## src/rtl/lpr_pkg.sv

```systemverilog
package lpr_pkg;

    localparam int ADDR_W  = 32;
    localparam int INDEX_W = 4;
    localparam int PORT_W  = 3;

    // Operation codes carried by the op field of an input item.
    localparam logic OP_WRITE  = 1'b0;
    localparam logic OP_LOOKUP = 1'b1;

    typedef struct packed {
        logic               op;
        logic [INDEX_W-1:0] entry_index;
        logic               entry_valid;
        logic [ADDR_W-1:0]  entry_dest;
        logic [ADDR_W-1:0]  entry_mask;
        logic [ADDR_W-1:0]  entry_gateway;
        logic [PORT_W-1:0]  entry_port;
        logic [ADDR_W-1:0]  lookup_addr;
    } req_t;

    typedef struct packed {
        logic               hit;
        logic [INDEX_W-1:0] match_index;
        logic [ADDR_W-1:0]  gateway;
        logic [PORT_W-1:0]  out_port;
    } rsp_t;

    // One route as it is kept in the route RAM.
    typedef struct packed {
        logic [ADDR_W-1:0] dest;
        logic [ADDR_W-1:0] mask;
        logic [ADDR_W-1:0] gateway;
        logic [PORT_W-1:0] port;
    } route_t;

    // Commands from the controller to the datapath.
    typedef struct packed {
        logic ready;     // controller can take an item
        logic acc;       // an item is accepted this cycle
        logic step;      // issue the read of the next route
        logic load_out;  // load the result into the output register
    } cmd_t;

    // Status from the datapath to the controller.
    typedef struct packed {
        logic is_lookup; // the offered item is a lookup
        logic last;      // the read issued now is the final route
        logic out_free;  // the output register can take a result
    } sts_t;

endpackage

```

## src/rtl/lpr_if.sv

```systemverilog
interface lpr_req_if import lpr_pkg::*; ();
    logic valid;
    logic ready;
    req_t data;

    modport source (output valid, output data, input ready);
    modport sink (input valid, input data, output ready);
endinterface

interface lpr_rsp_if import lpr_pkg::*; ();
    logic valid;
    logic ready;
    rsp_t data;

    modport source (output valid, output data, input ready);
    modport sink (input valid, input data, output ready);
endinterface

```

## src/rtl/longest_prefix_route_lookup_top.sv

```systemverilog
// Longest-prefix route lookup over a table of TABLE_ENTRIES routes.
// The req channel takes one item at a time. A write item (op = write) loads
// destination, mask, gateway and port into one slot and sets or clears its
// valid bit; a slot index beyond the table is ignored. A lookup item scans
// every slot and picks the valid route whose mask is largest among those
// that match the address, the lowest slot winning a tie.
// Every item yields exactly one item on the rsp channel; writes and misses
// return hit = 0 with all other fields zero.
// A lookup passes through an accept step, a scan that issues one read per
// route over the single read port of the route RAM, a drain step that
// compares the last route and a step that loads the output register. A
// write item goes from the accept step straight to the load.
// The result sits in an output register; while the receiver stalls, the
// block still takes the next item and works on it, and waits only when it
// has a second result ready to load.
// Reset clears all valid bits, so the table reads as empty; route contents
// are not cleared and need no clearing pass.
module longest_prefix_route_lookup_top import lpr_pkg::*; #(
    parameter int TABLE_ENTRIES = 16
) (
    input  logic       clk,
    input  logic       rst_n,
    lpr_req_if.sink    req,
    lpr_rsp_if.source  rsp
);

    cmd_t cmd;
    sts_t sts;

    // The controller sequences accept, scan, drain and result load.
    lpr_ctrl u_ctrl (
        .clk      (clk),
        .rst_n    (rst_n),
        .in_valid (req.valid),
        .sts      (sts),
        .cmd      (cmd)
    );

    // The datapath holds the route RAM, valid bits, the running best match
    // and the output register.
    lpr_dp #(
        .TABLE_ENTRIES (TABLE_ENTRIES)
    ) u_dp (
        .clk       (clk),
        .rst_n     (rst_n),
        .in_data   (req.data),
        .cmd       (cmd),
        .sts       (sts),
        .out_valid (rsp.valid),
        .out_data  (rsp.data),
        .out_ready (rsp.ready)
    );

    assign req.ready = cmd.ready;

`ifndef SYNTHESIS
    // Once an item is taken, the block is not ready in the following cycle.
    a_busy_after_accept: assert property (@(posedge clk) disable iff (!rst_n)
        (req.valid && req.ready) |=> !req.ready)
        else $error("item accepted while previous one still in work");

    // A result is never loaded over one that has not been taken.
    a_no_overwrite: assert property (@(posedge clk) disable iff (!rst_n)
        cmd.load_out |-> (!rsp.valid || rsp.ready))
        else $error("output register overwritten");

    // A miss or a write carries all-zero fields.
    a_miss_zero: assert property (@(posedge clk) disable iff (!rst_n)
        (rsp.valid && !rsp.data.hit) |-> (rsp.data.match_index == '0
            && rsp.data.gateway == '0 && rsp.data.out_port == '0))
        else $error("nonzero fields on a result without hit");
`endif

endmodule

```

## src/rtl/lpr_ram.sv

```systemverilog
module lpr_ram #(
    parameter int WIDTH = 8,
    parameter int DEPTH = 16
) (
    input  logic                                  clk,
    input  logic                                  we,
    input  logic [(DEPTH > 1 ? $clog2(DEPTH) : 1)-1:0] waddr,
    input  logic [WIDTH-1:0]                      wdata,
    input  logic [(DEPTH > 1 ? $clog2(DEPTH) : 1)-1:0] raddr,
    output logic [WIDTH-1:0]                      rdata
);

    logic [WIDTH-1:0] mem [DEPTH];
    logic [WIDTH-1:0] rdata_reg;

    always_ff @(posedge clk)
    begin
        if (we)
        begin
            mem[waddr] <= wdata;
        end
        rdata_reg <= mem[raddr];
    end

    assign rdata = rdata_reg;

endmodule

```

## src/rtl/lpr_ctrl.sv

```systemverilog
module lpr_ctrl import lpr_pkg::*; (
    input  logic clk,
    input  logic rst_n,
    input  logic in_valid,
    input  sts_t sts,
    output cmd_t cmd
);

    typedef enum logic [3:0] {
        ST_IDLE  = 4'b0001,
        ST_SCAN  = 4'b0010,
        ST_DRAIN = 4'b0100,
        ST_RESP  = 4'b1000
    } state_t;

    state_t state_reg;
    state_t state_next;

    always_comb
    begin
        state_next   = state_reg;
        cmd          = '0;
        case (state_reg)
            ST_IDLE:
            begin
                cmd.ready = 1'b1;
                if (in_valid)
                begin
                    cmd.acc    = 1'b1;
                    state_next = sts.is_lookup ? ST_SCAN : ST_RESP;
                end
            end
            ST_SCAN:
            begin
                cmd.step = 1'b1;
                if (sts.last)
                begin
                    state_next = ST_DRAIN;
                end
            end
            ST_DRAIN:
            begin
                // The final route read is compared in this cycle.
                state_next = ST_RESP;
            end
            ST_RESP:
            begin
                if (sts.out_free)
                begin
                    cmd.load_out = 1'b1;
                    state_next   = ST_IDLE;
                end
            end
            default:
            begin
                state_next = ST_IDLE;
            end
        endcase
    end

    always_ff @(posedge clk or negedge rst_n)
    begin
        if (!rst_n)
        begin
            state_reg <= ST_IDLE;
        end
        else
        begin
            state_reg <= state_next;
        end
    end

endmodule

```

## src/rtl/lpr_dp.sv

```systemverilog
module lpr_dp import lpr_pkg::*; #(
    parameter int TABLE_ENTRIES = 16
) (
    input  logic clk,
    input  logic rst_n,
    input  req_t in_data,
    input  cmd_t cmd,
    output sts_t sts,
    output logic out_valid,
    output rsp_t out_data,
    input  logic out_ready
);

    localparam int IDX_W = (TABLE_ENTRIES > 1) ? $clog2(TABLE_ENTRIES) : 1;
    localparam int RAM_W = $bits(route_t);

    logic [TABLE_ENTRIES-1:0] valid_reg;
    logic [IDX_W-1:0]         cnt_reg;
    logic                     pend_reg;
    logic                     pend_valid_reg;
    logic [IDX_W-1:0]         pend_idx_reg;
    logic [ADDR_W-1:0]        addr_reg;
    logic                     found_reg;
    logic [ADDR_W-1:0]        best_mask_reg;
    logic [IDX_W-1:0]         best_idx_reg;
    logic [ADDR_W-1:0]        best_gw_reg;
    logic [PORT_W-1:0]        best_port_reg;
    logic                     out_valid_reg;
    rsp_t                     out_data_reg;
    rsp_t                     out_data_next;

    logic [IDX_W+INDEX_W-1:0] wr_ext;
    logic [IDX_W-1:0]         wr_addr;
    logic                     wr_in_range;
    logic                     wr_en;
    route_t                   wr_route;
    logic [RAM_W-1:0]         rd_word;
    route_t                   rd_route;
    logic                     take;
    logic [IDX_W+INDEX_W-1:0] best_ext;

    // Writes beyond the table are dropped.
    assign wr_ext      = {{IDX_W{1'b0}}, in_data.entry_index};
    assign wr_addr     = wr_ext[IDX_W-1:0];
    assign wr_in_range = (32'(in_data.entry_index) < TABLE_ENTRIES);
    assign wr_en       = cmd.acc && (in_data.op == OP_WRITE) && wr_in_range;

    assign wr_route.dest    = in_data.entry_dest;
    assign wr_route.mask    = in_data.entry_mask;
    assign wr_route.gateway = in_data.entry_gateway;
    assign wr_route.port    = in_data.entry_port;

    lpr_ram #(
        .WIDTH (RAM_W),
        .DEPTH (TABLE_ENTRIES)
    ) u_route_ram (
        .clk   (clk),
        .we    (wr_en),
        .waddr (wr_addr),
        .wdata (wr_route),
        .raddr (cnt_reg),
        .rdata (rd_word)
    );

    assign rd_route = route_t'(rd_word);

    // A route wins if it matches and its mask is strictly larger, so the
    // lowest index is kept among equal masks.
    assign take = pend_reg && pend_valid_reg
               && (((rd_route.dest ^ addr_reg) & rd_route.mask) == '0)
               && (!found_reg || (rd_route.mask > best_mask_reg));

    assign sts.is_lookup = (in_data.op == OP_LOOKUP);
    assign sts.last      = (cnt_reg == IDX_W'(TABLE_ENTRIES - 1));
    assign sts.out_free  = !out_valid_reg || out_ready;

    assign best_ext = {{INDEX_W{1'b0}}, best_idx_reg};

    always_comb
    begin
        out_data_next             = '0;
        out_data_next.hit         = found_reg;
        if (found_reg)
        begin
            out_data_next.match_index = best_ext[INDEX_W-1:0];
            out_data_next.gateway     = best_gw_reg;
            out_data_next.out_port    = best_port_reg;
        end
    end

    always_ff @(posedge clk or negedge rst_n)
    begin
        if (!rst_n)
        begin
            valid_reg     <= '0;
            cnt_reg       <= '0;
            pend_reg      <= 1'b0;
            found_reg     <= 1'b0;
            out_valid_reg <= 1'b0;
        end
        else
        begin
            if (wr_en)
            begin
                valid_reg[wr_addr] <= in_data.entry_valid;
            end

            if (cmd.acc)
            begin
                cnt_reg <= '0;
            end
            else if (cmd.step)
            begin
                cnt_reg <= cnt_reg + 1'b1;
            end

            pend_reg <= cmd.step;

            if (cmd.acc)
            begin
                found_reg <= 1'b0;
            end
            else if (take)
            begin
                found_reg <= 1'b1;
            end

            if (cmd.load_out)
            begin
                out_valid_reg <= 1'b1;
            end
            else if (out_ready)
            begin
                out_valid_reg <= 1'b0;
            end
        end
    end

    always_ff @(posedge clk)
    begin
        if (cmd.acc)
        begin
            addr_reg <= in_data.lookup_addr;
        end
        if (cmd.step)
        begin
            pend_valid_reg <= valid_reg[cnt_reg];
            pend_idx_reg   <= cnt_reg;
        end
        if (take)
        begin
            best_mask_reg <= rd_route.mask;
            best_idx_reg  <= pend_idx_reg;
            best_gw_reg   <= rd_route.gateway;
            best_port_reg <= rd_route.port;
        end
        if (cmd.load_out)
        begin
            out_data_reg <= out_data_next;
        end
    end

    assign out_valid = out_valid_reg;
    assign out_data  = out_data_reg;

endmodule
```

## src/flat_wrapper.sv

```systemverilog
// flat-port wrapper written by rule: the top's interface ports become plain ports
module longest_prefix_route_lookup_top_flat import lpr_pkg::*;
#(
    parameter int TABLE_ENTRIES = 16
)
  (clk, rst_n, req_valid, req_data, req_ready, rsp_valid, rsp_data, rsp_ready);
  lpr_req_if req_i ();
  lpr_rsp_if rsp_i ();
  input  logic clk;
  input  logic rst_n;
  input wire logic [$bits(req_i.valid)-1:0] req_valid;
  input wire logic [$bits(req_i.data)-1:0] req_data;
  output wire logic [$bits(req_i.ready)-1:0] req_ready;
  output wire logic [$bits(rsp_i.valid)-1:0] rsp_valid;
  output wire logic [$bits(rsp_i.data)-1:0] rsp_data;
  input wire logic [$bits(rsp_i.ready)-1:0] rsp_ready;
  assign req_i.valid = req_valid;
  assign req_i.data = req_data;
  assign req_ready = req_i.ready;
  assign rsp_valid = rsp_i.valid;
  assign rsp_data = rsp_i.data;
  assign rsp_i.ready = rsp_ready;
  longest_prefix_route_lookup_top #(.TABLE_ENTRIES(TABLE_ENTRIES)) u_core (.clk(clk), .rst_n(rst_n), .req(req_i), .rsp(rsp_i));
endmodule
```

## config.mk

```make
export PLATFORM = sky130hd
export DESIGN_NAME = longest_prefix_route_lookup_top_flat
export DESIGN_NICKNAME = d
export VERILOG_FILES = /design/src/rtl/lpr_pkg.sv /design/src/rtl/lpr_if.sv /design/src/rtl/longest_prefix_route_lookup_top.sv /design/src/rtl/lpr_ram.sv /design/src/rtl/lpr_ctrl.sv /design/src/rtl/lpr_dp.sv /design/src/flat_wrapper.sv
export SDC_FILE = /design/constraint.sdc
export NUM_CORES = 2
export LEC_CHECK = 0
export BUFFER_PORTS_ARGS = -buffer_cell sky130_fd_sc_hd__buf_2
export CELL_PAD_IN_SITES_DETAIL_PLACEMENT = 1
export CELL_PAD_IN_SITES_GLOBAL_PLACEMENT = 2
export CORE_ASPECT_RATIO = 1.25
export CORE_MARGIN = 4
export CORE_UTILIZATION = 35
export DETAILED_ROUTE_END_ITERATION = 10
export PLACE_DENSITY = 0.65
export SYNTH_ARGS = -nofsm -noshare
export SYNTH_HDL_FRONTEND = slang
export SYNTH_SLANG_ARGS = --single-unit
export TNS_END_PERCENT = 1
```

## constraint.sdc

```tcl
create_clock -name clk -period 26.2 [get_ports clk]
set_input_delay 2.62 -clock clk [delete_from_list [all_inputs] [get_ports clk]]
set_output_delay 2.62 -clock clk [all_outputs]
set_load 0.05 [all_outputs]
```

Word level (Yosys, flattened, before mapping)
Memory sizes are Yosys's and may differ from the RTL's. A register that Yosys moved wholly into a read port is not among the register bits.
Cells that the tools add are included.
Word-level totals
  logic and storage cells: 71
  bits in latches: 0
  memories: 1
  memory bits (read-only): 0
  memory bits (writable): 1584
  register bits after elaboration: 175
  output and inout port bits: 42
Cells by class
  multipliers: 0
  $add $sub $neg: 1
  order comparisons: 4
  reductions and logical operators: 14
  equal/unequal tests: 8
  bitwise gates (word level): 3
  shifts and indexed selects: 0
  div/mod/pow operators: 0
  multiplexer cells: 23
Memory list
  u_core.u_dp.u_route_ram.mem: words 16, bits a word 99, read ports 1, clocked after Yosys merged registers in 1, wr ports 1, line lpr_ram.sv:13  | logic [WIDTH-1:0] mem [DEPTH];
Operators with widths (count)
  bitwise AND 32 bit: 1
  > comparator 32 bit: 1
  logical NOT 32 bit: 1
  bitwise XOR 32 bit: 1
  two-way mux 4 bit: 6
  bitwise mux 16 bit: 1
  case mux 4 bit (4 select lines): 1
  two-way mux 1 bit: 12
  less-than comparator 4 x 5 -> 1 bit (second input constant): 2
  == test 4 bit (second input constant): 2
  nonzero test 2 bit: 3
  logical AND 1 bit: 5
  adder 4 x 1 -> 4 bit (second input constant): 1
  binary-select mux 1 bit (select 4 bit): 1
  demux 1 bit (select 4 bit): 1
  == test 4 x 1 -> 1 bit (second input constant): 1
  == test 4 x 2 -> 1 bit (second input constant): 1
  == test 4 x 3 -> 1 bit (second input constant): 1
  >= comparator 4 x 1 -> 1 bit (second input constant): 1
  inequality test 2 x 1 -> 1 bit (second input constant): 2
  AND reduction 3 bit: 1
  logical NOT 1 bit: 2
  logical OR 1 bit: 2
  two-way mux 2 bit: 1
  other kinds (2): 2

Logic depth before layout (Yosys ltp)
  depth after elaboration: 7
  gate-level depth with buffers: 8
  gate-level depth less buffers: 8

Cells and area by module
Synthesis repeated with hierarchy kept, for this count alone.
Unflattened totals
  cells, all modules: 3035
  area, all modules: 68750.9 sq um
By module, submodules not included
  lpr_ram: cells each 2534, area an instance 61211.2 sq um, instances 1
  lpr_dp: cells each 476, area an instance 7275.7 sq um, instances 1
  lpr_ctrl: cells each 25, area an instance 264.0 sq um, instances 1

Least setup slack after synthesis
OpenSTA, ideal clock, no wires.
  kind: input port to flip-flop
  start point: in req_valid
  end point: reg u_core.u_dp.valid_reg[2]
  slack: 15.423 ns
  library setup time: 0.100 ns
  arrival: 10.677 ns
  buffers on the path: 0
  stages on the path: 5
  cells stage by stage: nand2_2 -> nor2_2 -> nand3b_1 -> nor3_1 -> mux2_2
Between the ends
  word-level cells in the longest chain between the ends: 3
RTL lines
  start, declared: line flat_wrapper.sv:11  | input wire logic [$bits(req_i.valid)-1:0] req_valid;
  two-way mux 1 bit: line lpr_ctrl.sv:27  | if (in_valid)
  two-way mux 2 bit: line lpr_ctrl.sv:23  | case (state_reg)
  logical AND 1 bit: line lpr_dp.sv:46  | assign wr_en = cmd.acc && (in_data.op == OP_WRITE) && wr_in_range;
  end signal, assigned by index: line lpr_dp.sv:105  | valid_reg[wr_addr] <= in_data.entry_valid;
  end, declared: line lpr_dp.sv:17  | logic [TABLE_ENTRIES-1:0] valid_reg;
No other way between the ends.
A chain may end at the register's enable or synchronous reset.

Worst setup path after layout
  start point: in req_valid
  end point: mem u_core.u_dp.u_route_ram.mem[1][72] (netlist bit), enable pin
Between the ends
  word-level cells in the longest chain between the ends: 5
RTL lines
  two-way mux 1 bit: line lpr_ctrl.sv:27
  two-way mux 2 bit: line lpr_ctrl.sv:23
  logical AND 1 bit: line lpr_dp.sv:46
  two-way mux 1 bit: line lpr_ram.sv:18  | if (we)
  two-way mux 1 bit (not written as such): line lpr_ram.sv:20  | mem[waddr] <= wdata;
  end, declared: line lpr_ram.sv:13
No other way between the ends.

==> impl_summary.txt <==
----------------------------------------------------
[Logic synthesis]
  Library cell occupying the most area in the post-synthesis netlist ... sky130_fd_sc_hd__edfxtp_1
  Post-synthesis sequential element count ... 1858
  Number of nets produced by synthesis ... 2930
  Simple-gate portion of the synthesized area ... 0.0101
  Top FF cell, synth ... sky130_fd_sc_hd__edfxtp_1
  Area share of fa/ha/maj cells after synthesis ... 0.00603
  Multiplexer share of the synthesized area ... 0.167
  Post-synth design cell area ... 68500 um2
  Fraction of synthesis flops using an asynchronous set or reset pin ... 0.0145
  Compound-cell area share of the yosys netlist ... 0.00437
  Number of warnings issued by yosys ... 0
  Post-synthesis average cell area ... 24.8 um2
  Xor and xnor fraction of the mapped netlist area ... 0.00448
  Post-synthesis instance total ... 2756
  Number of flops mapped to enable cells by yosys ... 1732
  Synth unique cells ... 52
  Combinational family with the most area after synthesis ... multiplexers
  Top area cells in the synthesized netlist ... sky130_fd_sc_hd__edfxtp_1, sky130_fd_sc_hd__mux4_2, sky130_fd_sc_hd__dfxtp_1
  Post-synthesis sequential area ratio ... 0.799
  Share of the synthesized area in the top cell type ... 0.760

[Placed design]
  PortBufs ... 182
  Detailed Place HPWL ... 93700 um
  GP Congestion ... 0.711
  Post-placement worst setup slack ... 20.27 ns

[Routing]
  Drt total wl ... 168000 um
  DRC violations left ... 0
  Length of the first detailed-routing pass in iterations ... 5
  Vias per cell ... 5.20
  Mean routed wirelength per cell ... 29.1 um
  Vias ... 30200
  Initial DRC Count ... 2561
  Number of nets with antenna violations after detailed routing ... 0

[Critical path]
  Largest driver fanout on the critical path ... 52
  Worst-path cell with the longest stage delay ... sky130_fd_sc_hd__buf_4
  Length in cells of the worst reg-to-reg path ... 5
  Beginning of the worst register-to-register path ... u_core.u_dp.cnt_reg[0]
  Critical path, cell by cell ... buf_2 > nand2_2 > nor2_2 > nand3b_1 > nor3_2 > buf_4 > buf_4
  Launch point of the worst path ... req_valid
  Required time of the critical path ... 26.58 ns
  Dominant cell type by count on the critical path ... sky130_fd_sc_hd__buf_4
  R2R Setup Slk ... 21.57 ns
  Worst setup path endpoint ... u_core.u_dp.u_route_ram.mem[1][72]
  Reg2Reg Capture Point ... u_core.u_dp.u_route_ram.rdata[85]
  Arrival time of the worst setup path ... 5.48 ns
  Critical path launch point type ... primary input
  Critical path endpoint category ... flop
  Startpoint-to-endpoint class of the critical path ... primary input to flop
  Maximum single-stage delay on the critical path ... 0.93 ns

[Power]
  Power density normalized to cell area ... 92.7 nW/um2
  Total power draw ... 7310 uW
  Maximum vdd drop ... 77.2 uV
  Static leakage power ... 0.0244 uW

[Clocking]
  TritonCTS clock tree ... done
  PostCTS Resize Cnt ... 0
  Clk Tree Root Cell ... sky130_fd_sc_hd__clkbuf_16
  Hold buffer count at cts ... 0
  Post CTS Setup Buffer Count ... 0
  Total clock buffers created by CTS ... 183
  Reg clk slew, reported paths ... 0.07 ns
  Maximum level of the CTS H-tree ... 4
  Worst-skew pair later-pin latency ... 0.83 ns
  Clock sink count ... 1858
  Clock tree buffer depth ... 3

[Floorplanning]
  Starting Density ... 0.352
  Core ar. ... 195000 um2
  Ports placed on the boundary ... 183
  Height of the die ... 502 um
  Number of placement rows ... 181
  Floorplan die area ... 203000 um2
  Width of the die ... 404 um

[Flow run]
  Max cap viols ... 0

[Timing]
  Max-slew violation total from the final report ... 0
  Setup-violating endpoint count in the final report ... 0
  Peak Freq ... 0.196 GHz
  Total Negative Setup Slacks ... 0 ns
  Final clock period utilization by the worst path ... 0.195
  Hold violation total from the final report ... 0
  Worst Slack Setup Final ... 21.09 ns
  Unrepaired setup endpoints after global routing ... no
  Transition time at the pin with the least slew margin ... 1.09 ns
  Max-Slew Margin vs Limit ... 0.272
  Worst Skew ... 0.0746 ns
  Min cycle time layout ... 5.11 ns

[Global routing]
  Global-route wire length before repair ... 243000 um
  Antenna violations before repair ... 52
  Total global routing overflow ... 0
  Pin count of the biggest net entering global routing ... 101
  Number of global-route vias before repair ... 32800
  Tot GR Track Use ... 0.167

[Layout]
  Flip-flop count of the largest register after layout ... 1584
  Share of post-route cells with drive strength above 1 ... 0.329
  Footprint of the flip-flops and latches ... 54700 um2
  Number of nets in the final layout ... 3233
  Area of the multi-input gates ... 13300 um2
  Fillers ... 18000
  Synth-to-layout area growth ... 15.2%

[Min path]
  Worst Hold Class ... flop to flop

[Outcome]
  Status ... finished, final reports clean

----------------------------------------------------
## critical path: cells and delay by family
family | cells | cell delay (ns)
buffers and inverters | 3 | 1.85
and+or+nand+nor | 4 | 0.85
## metal layers
| metal | track usage | wire length, um |
|---|---|---|
| met5 | 0 | 194 |
| met1 | 0.229 | 73200 |
| met3 | 0.0347 | 9180 |
| met2 | 0.276 | 82900 |
| met4 | 0.0351 | 3030 |
## synthesized netlist by cell type, types with 13 or more instances
cell and count:
sky130_fd_sc_hd__buf_2 39, sky130_fd_sc_hd__ha_1 33, sky130_fd_sc_hd__xor2_1 34, sky130_fd_sc_hd__mux4_2 500, sky130_fd_sc_hd__inv_1 35, sky130_fd_sc_hd__mux2_2 13, sky130_fd_sc_hd__and2_1 40, sky130_fd_sc_hd__dfrtp_1 26
sky130_fd_sc_hd__clkbuf_1 73, sky130_fd_sc_hd__nor2_1 18, sky130_fd_sc_hd__edfxtp_1 1732, sky130_fd_sc_hd__dfxtp_1 99, sky130_fd_sc_hd__nand2_1 13
## cell usage in the layout (no fill, tap or decap), types with 3 or more instances in the layout
| cell | netlist | layout |
|---|---|---|
| sky130_fd_sc_hd__edfxtp_1 | 1732 | 1732 |
| sky130_fd_sc_hd__mux4_2 | 500 | 500 |
| sky130_fd_sc_hd__clkbuf_16 | 0 | 185 |
| sky130_fd_sc_hd__buf_2 | 39 | 182 |
| sky130_fd_sc_hd__dfxtp_1 | 99 | 99 |
| sky130_fd_sc_hd__buf_4 | 0 | 49 |
| sky130_fd_sc_hd__and2_1 | 40 | 40 |
| sky130_fd_sc_hd__clkinv_1 | 0 | 40 |
| sky130_fd_sc_hd__inv_1 | 35 | 34 |
| sky130_fd_sc_hd__xor2_1 | 34 | 34 |
| sky130_fd_sc_hd__ha_1 | 33 | 33 |
| sky130_fd_sc_hd__clkinv_2 | 1 | 32 |
| sky130_fd_sc_hd__clkbuf_1 | 73 | 29 |
| sky130_fd_sc_hd__dfrtp_1 | 26 | 21 |
| sky130_fd_sc_hd__clkbuf_8 | 0 | 18 |
| sky130_fd_sc_hd__diode_2 | 0 | 15 |
| sky130_fd_sc_hd__bufinv_16 | 0 | 14 |
| sky130_fd_sc_hd__nand2_1 | 13 | 13 |
| sky130_fd_sc_hd__mux2_2 | 13 | 13 |
| sky130_fd_sc_hd__nor2_4 | 1 | 12 |
| sky130_fd_sc_hd__nand4_1 | 10 | 10 |
| sky130_fd_sc_hd__a21oi_1 | 10 | 10 |
| sky130_fd_sc_hd__a22oi_1 | 10 | 10 |
| sky130_fd_sc_hd__clkinvlp_4 | 0 | 10 |
| sky130_fd_sc_hd__nor2_1 | 18 | 9 |
| sky130_fd_sc_hd__inv_6 | 0 | 7 |
| sky130_fd_sc_hd__o21ai_0 | 6 | 6 |
| sky130_fd_sc_hd__nand3_1 | 5 | 5 |
| sky130_fd_sc_hd__clkinv_16 | 0 | 5 |
| sky130_fd_sc_hd__buf_12 | 0 | 5 |
| sky130_fd_sc_hd__clkinv_4 | 0 | 4 |
| sky130_fd_sc_hd__dfrtp_4 | 0 | 4 |
| sky130_fd_sc_hd__nand3b_1 | 3 | 3 |
| sky130_fd_sc_hd__nand2b_1 | 3 | 3 |
| sky130_fd_sc_hd__nor3_2 | 0 | 3 |
| sky130_fd_sc_hd__and4_1 | 3 | 3 |
| sky130_fd_sc_hd__a22o_1 | 3 | 3 |
| sky130_fd_sc_hd__mux2_1 | 3 | 3 |
## where the power goes
group	internal [uW]	switching, uW
Clock	1500	1130
Combinational	539	566
Sequential	3410	167
Total	5440	1870
## through the flow
step | instances | hold WS [ns] | util | instance area [um2]
2_1_floorplan | 2756 | 0.386 | - | 68500
5_1_grt | 5784 | 0.413 | 0.405 | 78800
4_1_cts | 5783 | 0.400 | 0.405 | 78800
3_3_place_gp | 5436 | 0.389 | 0.374 | 72700
3_5_place_dp | 5436 | 0.390 | 0.374 | 72700
6_report | 5798 | 0.402 | 0.405 | 78800
## how the worst min path moves through the flow
| stage | start | endpoint | cells after the start |
|---|---|---|---|
| global route | u_core.u_dp.u_route_ram.rdata[31] | u_core.u_dp.best_gw_reg[28] | 0 |
| global placement | u_core.u_dp.u_route_ram.rdata[7] | u_core.u_dp.best_gw_reg[4] | 0 |
| finish | u_core.u_dp.u_route_ram.rdata[22] | u_core.u_dp.best_gw_reg[19] | 0 |
| floorplan | u_core.u_dp.u_route_ram.rdata[3] | u_core.u_dp.best_gw_reg[0] | 0 |
| CTS | u_core.u_dp.u_route_ram.rdata[22] | u_core.u_dp.best_gw_reg[19] | 0 |
| detailed placement | u_core.u_dp.u_route_ram.rdata[1] | u_core.u_dp.best_port_reg[1] | 0 |
## cells by family (layout without fill, tap and decap cells)
logic type               after synthesis  after routing
AO/OA/AOI/OAI                         43             43
XOR/XNOR                              35             35
adder cells (fa/ha/maj)               33             33
buffers and inverters                154            619
flip-flops                          1858           1858
multiplexers                         517            517
other                                  0             15
AND/OR/NAND/NOR                      116            116
## cell type report
type | instances | area share
Clock inverter | 115 | 0.0142
Clock buffer | 232 | 0.0632
Sequential cell | 1858 | 0.694
Antenna cell | 15 | 0.000476
Timing Repair Buffer | 236 | 0.0175
Multi-Input combinational cell | 744 | 0.169
Tap cell | 2562 | 0.0407
Inverter | 36 | 0.00173
No activity file was read; power rests on OpenSTA's default activity.
